==> src/hw/rtl/ftws_pkg.sv <==
// Shared types and constants for the frame time window statistics block.
package ftws_pkg;

  localparam int unsigned MILLIS_W     = 16;
  localparam int unsigned RATE_W       = 10;
  localparam int unsigned SAMPLE_W     = 10;
  localparam int unsigned MS_PER_SEC   = 1000;
  localparam int unsigned MAX_FRAME_MS = 1000;
  localparam int unsigned MIN_FRAME_MS = 1;

  typedef enum logic [5:0] {
    S_IDLE   = 6'b000001,
    S_UPDATE = 6'b000010,
    S_SCAN   = 6'b000100,
    S_LOAD   = 6'b001000,
    S_DIV    = 6'b010000,
    S_DONE   = 6'b100000
  } state_t;

  typedef enum logic [1:0] {
    OP_AVG   = 2'd0,
    OP_BEST  = 2'd1,
    OP_WORST = 2'd2
  } div_op_t;

endpackage

==> src/hw/rtl/frame_time_window_stats.sv <==
// Moving window frame rate statistics: average, best gain and worst loss.
// Each frame takes an update, a memory scan of one entry per cycle and three divisions through
// one shared radix-2 divider of width SUM_W = clog2(WINDOW_LEN * 1000 + 1). A new frame is
// accepted only in idle; a result still waiting when the next one finishes holds the block.
// Reset clears the per-entry valid bits so that every sample reads as one, the write slot and
// the window sum to WINDOW_LEN; reset is synchronous.
module frame_time_window_stats #(
  parameter int unsigned WINDOW_LEN = 60
) (
  input  logic                          clk,
  input  logic                          rst,
  input  logic                          frame_valid,
  output logic                          frame_stall,
  input  logic [ftws_pkg::MILLIS_W-1:0] frame_millis,
  output logic                          stats_valid,
  input  logic                          stats_stall,
  output logic [ftws_pkg::RATE_W-1:0]   avg_rate,
  output logic [ftws_pkg::RATE_W-1:0]   best_gain,
  output logic [ftws_pkg::RATE_W-1:0]   worst_loss
);
  import ftws_pkg::*;

  localparam int unsigned SUM_W  = $clog2(WINDOW_LEN * MS_PER_SEC + 1);
  localparam int unsigned SLOT_W = $clog2(WINDOW_LEN);
  localparam int unsigned IDX_W  = $clog2(WINDOW_LEN + 1);
  localparam int unsigned CNT_W  = $clog2(SUM_W);

  state_t                state;
  div_op_t               op;
  logic [SAMPLE_W-1:0]   ring [WINDOW_LEN];
  logic [WINDOW_LEN-1:0] filled;
  logic [SAMPLE_W-1:0]   rd_data;
  logic                  rd_filled;
  logic [SLOT_W-1:0]     rd_addr;
  logic [SAMPLE_W-1:0]   sample;
  logic [SLOT_W-1:0]     slot;
  logic [IDX_W-1:0]      scan_idx;
  logic                  scan_pend;
  logic [SAMPLE_W-1:0]   ms;
  logic [SAMPLE_W-1:0]   ms_clamp;
  logic [SUM_W-1:0]      window_sum;
  logic [SAMPLE_W-1:0]   shortest;
  logic [SAMPLE_W-1:0]   longest;
  logic [SAMPLE_W-1:0]   shortest_next;
  logic [SAMPLE_W-1:0]   longest_next;
  logic [SUM_W-1:0]      dvd;
  logic [SUM_W-1:0]      dvs;
  logic [SUM_W-1:0]      rem;
  logic [SUM_W-1:0]      quo;
  logic [CNT_W-1:0]      div_cnt;
  logic [SUM_W:0]        rem_sh;
  logic                  rem_ge;
  logic [SUM_W-1:0]      rem_next;
  logic [SUM_W-1:0]      quo_next;
  logic [RATE_W-1:0]     avg_q;
  logic [RATE_W-1:0]     best_q;
  logic [RATE_W-1:0]     worst_q;
  logic                  frame_take;
  logic                  out_free;

  assign frame_stall = (state != S_IDLE);
  assign frame_take  = frame_valid && !frame_stall;
  assign out_free    = !stats_valid || !stats_stall;

  always_comb begin
    if (frame_millis < MILLIS_W'(MIN_FRAME_MS)) begin
      ms_clamp = SAMPLE_W'(MIN_FRAME_MS);
    end else if (frame_millis > MILLIS_W'(MAX_FRAME_MS)) begin
      ms_clamp = SAMPLE_W'(MAX_FRAME_MS);
    end else begin
      ms_clamp = frame_millis[SAMPLE_W-1:0];
    end
  end

  assign rd_addr = (state == S_SCAN) ? scan_idx[SLOT_W-1:0] : slot;
  assign sample  = rd_filled ? rd_data : SAMPLE_W'(MIN_FRAME_MS);

  always_ff @(posedge clk) begin
    if (state == S_UPDATE) begin
      ring[slot] <= ms;
    end
    rd_data <= ring[rd_addr];
  end

  always_ff @(posedge clk) begin
    if (rst) begin
      filled    <= '0;
      rd_filled <= 1'b0;
    end else begin
      if (state == S_UPDATE) begin
        filled[slot] <= 1'b1;
      end
      rd_filled <= filled[rd_addr];
    end
  end

  always_comb begin
    shortest_next = shortest;
    longest_next  = longest;
    if (scan_pend) begin
      if (sample < shortest) begin
        shortest_next = sample;
      end
      if (sample > longest) begin
        longest_next = sample;
      end
    end
  end

  always_comb begin
    rem_sh   = {rem, dvd[SUM_W-1]};
    rem_ge   = (rem_sh >= {1'b0, dvs});
    rem_next = rem_ge ? SUM_W'(rem_sh - {1'b0, dvs}) : rem_sh[SUM_W-1:0];
    quo_next = {quo[SUM_W-2:0], rem_ge};
  end

  always_ff @(posedge clk) begin
    if (rst) begin
      state       <= S_IDLE;
      op          <= OP_AVG;
      slot        <= '0;
      window_sum  <= SUM_W'(WINDOW_LEN * MIN_FRAME_MS);
      scan_idx    <= '0;
      scan_pend   <= 1'b0;
      div_cnt     <= '0;
      stats_valid <= 1'b0;
    end else begin
      if (stats_valid && !stats_stall && (state != S_DONE)) begin
        stats_valid <= 1'b0;
      end
      unique case (state)
        S_IDLE: begin
          if (frame_take) begin
            ms    <= ms_clamp;
            state <= S_UPDATE;
          end
        end
        S_UPDATE: begin
          window_sum <= window_sum - SUM_W'(sample) + SUM_W'(ms);
          slot       <= (slot == SLOT_W'(WINDOW_LEN - 1)) ? '0 : slot + 1'b1;
          scan_idx   <= '0;
          scan_pend  <= 1'b0;
          shortest   <= SAMPLE_W'(MAX_FRAME_MS);
          longest    <= SAMPLE_W'(MIN_FRAME_MS);
          state      <= S_SCAN;
        end
        S_SCAN: begin
          shortest <= shortest_next;
          longest  <= longest_next;
          if (scan_idx != IDX_W'(WINDOW_LEN)) begin
            scan_idx  <= scan_idx + 1'b1;
            scan_pend <= 1'b1;
          end else begin
            scan_pend <= 1'b0;
            op        <= OP_AVG;
            state     <= S_LOAD;
          end
        end
        S_LOAD: begin
          rem     <= '0;
          quo     <= '0;
          div_cnt <= '0;
          unique case (op)
            OP_AVG: begin
              dvd <= SUM_W'(WINDOW_LEN * MS_PER_SEC);
              dvs <= window_sum;
            end
            OP_BEST: begin
              dvd <= SUM_W'(MS_PER_SEC);
              dvs <= SUM_W'(shortest);
            end
            default: begin
              dvd <= SUM_W'(MS_PER_SEC);
              dvs <= SUM_W'(longest);
            end
          endcase
          state <= S_DIV;
        end
        S_DIV: begin
          rem     <= rem_next;
          quo     <= quo_next;
          dvd     <= {dvd[SUM_W-2:0], 1'b0};
          div_cnt <= div_cnt + 1'b1;
          if (div_cnt == CNT_W'(SUM_W - 1)) begin
            unique case (op)
              OP_AVG: begin
                avg_q <= quo_next[RATE_W-1:0];
                op    <= OP_BEST;
                state <= S_LOAD;
              end
              OP_BEST: begin
                best_q <= quo_next[RATE_W-1:0];
                op     <= OP_WORST;
                state  <= S_LOAD;
              end
              default: begin
                worst_q <= quo_next[RATE_W-1:0];
                state   <= S_DONE;
              end
            endcase
          end
        end
        S_DONE: begin
          if (out_free) begin
            avg_rate    <= avg_q;
            best_gain   <= (best_q >= avg_q) ? best_q - avg_q : '0;
            worst_loss  <= (avg_q >= worst_q) ? avg_q - worst_q : '0;
            stats_valid <= 1'b1;
            state       <= S_IDLE;
          end
        end
        default: begin
          state <= S_IDLE;
        end
      endcase
    end
  end

  a_sum_range: assert property (@(posedge clk) disable iff (rst)
    (window_sum >= SUM_W'(WINDOW_LEN)) &&
    (window_sum <= SUM_W'(WINDOW_LEN * MAX_FRAME_MS)))
    else $error("Window sum left its possible range.");

  a_divisor_nonzero: assert property (@(posedge clk) disable iff (rst)
    (state == S_DIV) |-> (dvs != '0))
    else $error("Divider started with a zero divisor.");

  a_result_source: assert property (@(posedge clk) disable iff (rst)
    $rose(stats_valid) |-> ($past(state) == S_DONE))
    else $error("Result presented without a finished computation.");

  a_avg_range: assert property (@(posedge clk) disable iff (rst)
    (state == S_DONE) |-> ((avg_q != '0) && (avg_q <= RATE_W'(MS_PER_SEC))))
    else $error("Average rate out of range.");

endmodule

==> config.mk <==
export PLATFORM = sky130hd
export DESIGN_NAME = frame_time_window_stats
export DESIGN_NICKNAME = d
export VERILOG_FILES = /design/src/hw/rtl/ftws_pkg.sv /design/src/hw/rtl/frame_time_window_stats.sv
export SDC_FILE = /design/constraint.sdc
export NUM_CORES = 1
export LEC_CHECK = 0
export BUFFER_PORTS_ARGS = -buffer_cell sky130_fd_sc_hd__clkbuf_2
export CAP_MARGIN = 20
export CELL_PAD_IN_SITES_DETAIL_PLACEMENT = 1
export CELL_PAD_IN_SITES_GLOBAL_PLACEMENT = 1
export CORE_UTILIZATION = 47
export CTS_CLUSTER_DIAMETER = 150
export CTS_CLUSTER_SIZE = 16
export DETAILED_ROUTE_END_ITERATION = 8
export PLACE_DENSITY = 0.74
export SETUP_SLACK_MARGIN = 0.3
export SKIP_CTS_REPAIR_TIMING = 1
export SYNTH_ARGS = -nofsm -noshare
export SYNTH_HDL_FRONTEND = slang
export SYNTH_SLANG_ARGS = --single-unit
==> constraint.sdc <==
create_clock -name clk -period 3.5 [get_ports clk]
set_input_delay 0.525 -clock clk [delete_from_list [all_inputs] [get_ports clk]]
set_output_delay 0.525 -clock clk [all_outputs]
set_load 0.1 [all_outputs]
Yosys cells after proc, flatten, opt, wreduce, memory -nomap -nowiden
Memories as Yosys holds them, arrays and structs flattened. A register that Yosys moved wholly into a read port is not among the register bits.
Cells that the tools add are included.
{ "word_totals": {"inputBits": 20, "regBits": 250, "rom_bits": 0, "latchBits": 0, "mem_bits_rw": 600, "n_memories": 1} }
{ "op_classes": {"div": 0, "n_lt_le_gt_ge": 10, "n_bitwise": 3, "multipliers": 0, "shift": 0, "addsub": 8, "n_eq_ne": 21, "n_reduce_logical": 26, "n_mux": 40} }
{ "memory_table": {"columns": ["name", "words", "width", "rd", "rd_ports_with_merged_regs", "write_ports", "line_no", "text"], "rows": [
  ["ring", 60, 10, 1, 1, 1, "frame_time_window_stats.sv:30", "logic [SAMPLE_W-1:0] ring [WINDOW_LEN];"]
]} }
{ "ops": {"columns": ["op", "count"], "rows": [
  ["$pmux 16 s2", 3],
  ["$mux 10", 6],
  ["$or 60x60->60", 1],
  ["$mux 6", 8],
  ["$pmux 10 s2", 2],
  ["$pmux 6 s6", 1],
  ["$mux 16", 2],
  ["$reduce_and 4->1", 7],
  ["$ge 10x10->1", 2],
  ["$sub 10x10->10", 2],
  ["$pmux 9 s2", 1],
  ["$ge 17x16->1", 1],
  ["$add 16x10->16", 1],
  ["$gt 16x10->1 const B", 1],
  ["$lt 16x1->1 const B", 1],
  ["$sub 16x10->16", 1],
  ["$sub 16x16->16", 1],
  ["$lt 6x7->1 const B", 2],
  ["$add 6x1->6 const B", 2],
  ["$eq 6x6->1 const B", 2],
  ["$ne 6x6->1 const B", 2],
  ["$pmux 6 s2", 1],
  ["$gt 10x10->1", 1],
  ["$lt 10x10->1", 1],
  ["29 further kinds", 56]
]} }

Longest topological paths before layout
{ "depth": {"ltp_word": 6, "depth_mapped": 16, "ltp_nobuf": 15} }

Least setup slack after synthesis
No wires, ideal clock.
{ "synth_path": {"path_type": "flip-flop to flip-flop", "from": "reg ms[2]", "to": "reg window_sum[15]", "setup_ps": 106, "path_stages_with_launch": 12, "t_arrival_ps": 3732, "setup_slack_ps": -338, "path_cell_list": "edfxtp_1 > inv_1 > fa_1 > inv_1 > ha_1 > a21oi_1 > o21ai_1 > a2111o_1 > a31oi_1 > o211ai_1 > or4b_1 > o311ai_0"} }
{ "synth_between": {"elab_chain_cells": 1} }
{ "synth_rtl": {"columns": ["item", "line_no", "text"], "rows": [
  ["start, declared", "frame_time_window_stats.sv:39", "logic [SAMPLE_W-1:0] ms;"],
  ["start signal, assigned", "frame_time_window_stats.sv:134", "ms <= ms_clamp;"],
  ["$add 16x10->16", "frame_time_window_stats.sv:139", "window_sum <= window_sum - SUM_W'(sample) + SUM_W'(ms);"],
  ["end signal, assigned", "frame_time_window_stats.sv:122", "window_sum <= SUM_W'(WINDOW_LEN * MIN_FRAME_MS);"],
  ["end signal, assigned", "frame_time_window_stats.sv:139", null],
  ["end, declared", "frame_time_window_stats.sv:41", "logic [SUM_W-1:0] window_sum;"]
]} }
No other way between the ends.
A chain may end at the register's enable or synchronous reset.

Worst setup path after layout
{ "layout_path": {"from": "reg ms[1]", "to": "reg window_sum[15]"} }
The elaborated chain is that of the path after synthesis.

==> results_dict.tcl <==
set metrics [dict create \
    grt_pass1_wl_um 166900 \
    critical_path.cell_chain "xor2_2 -> ha_1 -> ha_1 -> a21o_1 -> a21oi_4 -> o21ai_1 -> a2111o_1 -> a31oi_4 -> o211ai_1 -> or4b_1 -> o311ai_1" \
    tritoncts "yes" \
    dieArea_um2 78670 \
    final_common_cell "edfxtp_1" \
    clock_latency_ns 0.66 \
    hpwl_um 71630 \
    cp_slowest_cell "a2111o_1" \
    yosys.area.top_type "edfxtp_1" \
    viasPerCell 5.954 \
    synth_area_leaders "edfxtp_1 61%, nand2_1 7.6%, dfxtp_1 6.2%" \
    grt_max_degree 62 \
    first_pass_iters 6 \
    drive_gt1_share_pct 11.41 \
    gp_congestion 0.9145 \
    fin_total_pwr_mw 18.45 \
    synthesis.instances 3134 \
    syn_area_per_cell_um2 11.63 \
    hp-class "in -> reg" \
    gr-total-overflow 0 \
    yosysWarnings 0 \
    fmax_mhz 304.6 \
    cp-end-kind "flip-flop" \
    yosysTopAreaCellShare_pct 61.29 \
    timing.final.crit_share_pct 93.81 \
    critPathMaxStageDelay_ns 0.49 \
    max_cap_violations 0 \
    powerDensity_nw_per_um2 449.2 \
    critPathRequiredTime_ns 4.05 \
    antenna_cells 0 \
    core_um2 76330 \
    die_w_um 280.5 \
    crit_family "compound AO/OA/AOI/OAI gates" \
    ys.flop_type "edfxtp_1" \
    syn-num-nets 3233 \
    synth_cell_types 78 \
    synth-async-reset-ratio_pct 0 \
    path_clk_slew_ns 0.08 \
    remaining_drc_errors 0 \
    maxSlewViolCount 0 \
    fin_skew_ns 0.03033 \
    synth_edf_count 744 \
    start_util_pct 47.76 \
    wl_per_cell_um 25.84 \
    slew_headroom_pct 19.18 \
    crit_top_cell "ha_1" \
    clockBufferDepth 3 \
    num_vias 25865 \
    port_buffers 51 \
    crit_type "reg -> reg" \
    rows 101 \
    track_usage_pct 28.31 \
    start_kind "flip-flop" \
    ant_nets 0 \
    drt_iter0_markers 2627 \
    p_leak_nw 14.54 \
    area_growth_pct 12.66 \
    htree_levels 2 \
    cp.arrival_ns 3.83 \
    synth-seq-cells 857 \
    cts-root-buf "clkbuf_16" \
    cts_buffers 59 \
    cp_num_buf_inv 0 \
    worst_pin_slew_ns 1.189 \
    hold_viol 0 \
    rsz0062_at_grt "yes" \
    ios 52 \
    seq_area_frac_synth_pct 67.50 \
    mostFrequentLayoutCells "744 x edfxtp_1, 732 x nand2_1, 267 x nor2_1" \
    status "finished clean" \
    die_h_um 280.5 \
    mappedNetlistArea_um2 36450 \
    peakVddDrop_uv 370.4 \
    fin_crit_ns 3.283 \
    antenna_found_initial 1 \
    grt_pass1_vias 26877 \
    nets 3364 \
    cts_sinks 857 \
    crit_fanout 3 \
    tns_ns 0 \
    finalSetupViolCount 0 \
    drt_wl_total_um 112300 \
]
-- per-stage QoR --
stage                     hold slack [ns]  setup slack (ns)  instances  cell area (µm²)  utilization, %
final                              0.1732            0.2167       4344            41060           53.80
after global routing               0.1919           0.09639       4344            41060           53.80
after CTS                          0.1381          -0.02889       4332            40720           53.34
after detailed placement           0.4609          -0.03345       4222            39020           51.12
after global placement             0.4494           0.08678       4222            39020           51.12
after floorplan                    0.4396          -0.06876       3134            36520               -
-- path summary, 6_finish.rpt --
check / start / to / slack [ns] / depth (start not counted)
hold reg to reg: filled[12]$_SDFFE_PP0P_ / filled[12]$_SDFFE_PP0P_ / 0.47 / 2
hold / removal: frame_valid / state[0]$_SDFFE_PP1P_ / 0.17 / 2
setup reg to reg: ms[1]$_SDFFCE_PP0P_ / window_sum[15]$_SDFFE_PP0P_ / 0.22 / 11
setup / recovery: ms[1]$_SDFFCE_PP0P_ / window_sum[15]$_SDFFE_PP0P_ / 0.22 / 11
-- cells in the mapped netlist, types with 8 or more instances --
library cell  count
a211oi_1          9
a21o_1           42
a21oi_1          71
a221oi_1         12
a22oi_1          10
a31oi_1          88
a32oi_1          36
and2_1           20
buf_1             9
buf_2            46
clkbuf_1        110
dfxtp_1         113
edfxtp_1        744
fa_1              8
ha_1             71
inv_1           102
mux2i_1          36
nand2_1         735
nand2b_1         14
nand3_1         246
nand4_1          51
nor2_1          269
nor2b_1          19
nor3_1           43
nor4_1           10
o21ai_0          45
or3_1            12
xnor2_1          29
xor2_1           17
-- layer usage --
layer | global-route usage [%] | share of wire [%] | vias up
met3 | 3.223 | 6.1 | 184
met4 | 11.07 | 3.6 | 0
met1 | 38.08 | 42 | 13305
li1 | - | - | 11481
met5 | 0 | 0 | -
met2 | 47.04 | 48 | 895
-- where the power goes --
group	internal [mW]	total [mW]	switching, mW
registers	11.0	11.1	0.0313
logic	0.220	0.708	0.488
clock network	3.20	6.68	3.48
-- area by class of cell --
type | instances | area (µm²)
clock inverters | 3 | 37.54
flip-flops and latches | 857 | 24610
fillers | 7952 | 35260
well taps | 1030 | 1289
clock buffers | 107 | 1657
inverters | 104 | 392.9
repair buffers | 239 | 2007
multi-input cells | 2004 | 11070
-- sequential cells by signal, indices dropped and copies added, names as in the netlist, 13 cells and up --
signal / cells
dvd: 13
dvs: 16
filled: 60
rem: 16
ring: 600
window_sum: 16
-- worst register-to-register path: stages, from the launching register on --
cell and delay (ns):
edfxtp_1 0.46, xor2_2 0.18, ha_1 0.31, ha_1 0.29, a21o_1 0.19, a21oi_4 0.17
o21ai_1 0.12, a2111o_1 0.49, a31oi_4 0.24, o211ai_1 0.15, or4b_1 0.49, o311ai_1 0.10
-- logic make-up (layout without fill, tap and decap cells) --
family | Yosys count | count (layout) | synth area share (%)
AO/OA/AOI/OAI | 384 | 384 | 7.191
buffers and inverters | 274 | 453 | 3.041
adder cells (fa/ha/maj) | 80 | 80 | 2.904
AND/OR/NAND/NOR | 1456 | 1457 | 17.24
multiplexers | 37 | 37 | 1.019
XOR/XNOR | 46 | 46 | 1.105
flip-flops | 857 | 857 | 67.50
No activity file was read; power rests on OpenSTA's default activity.
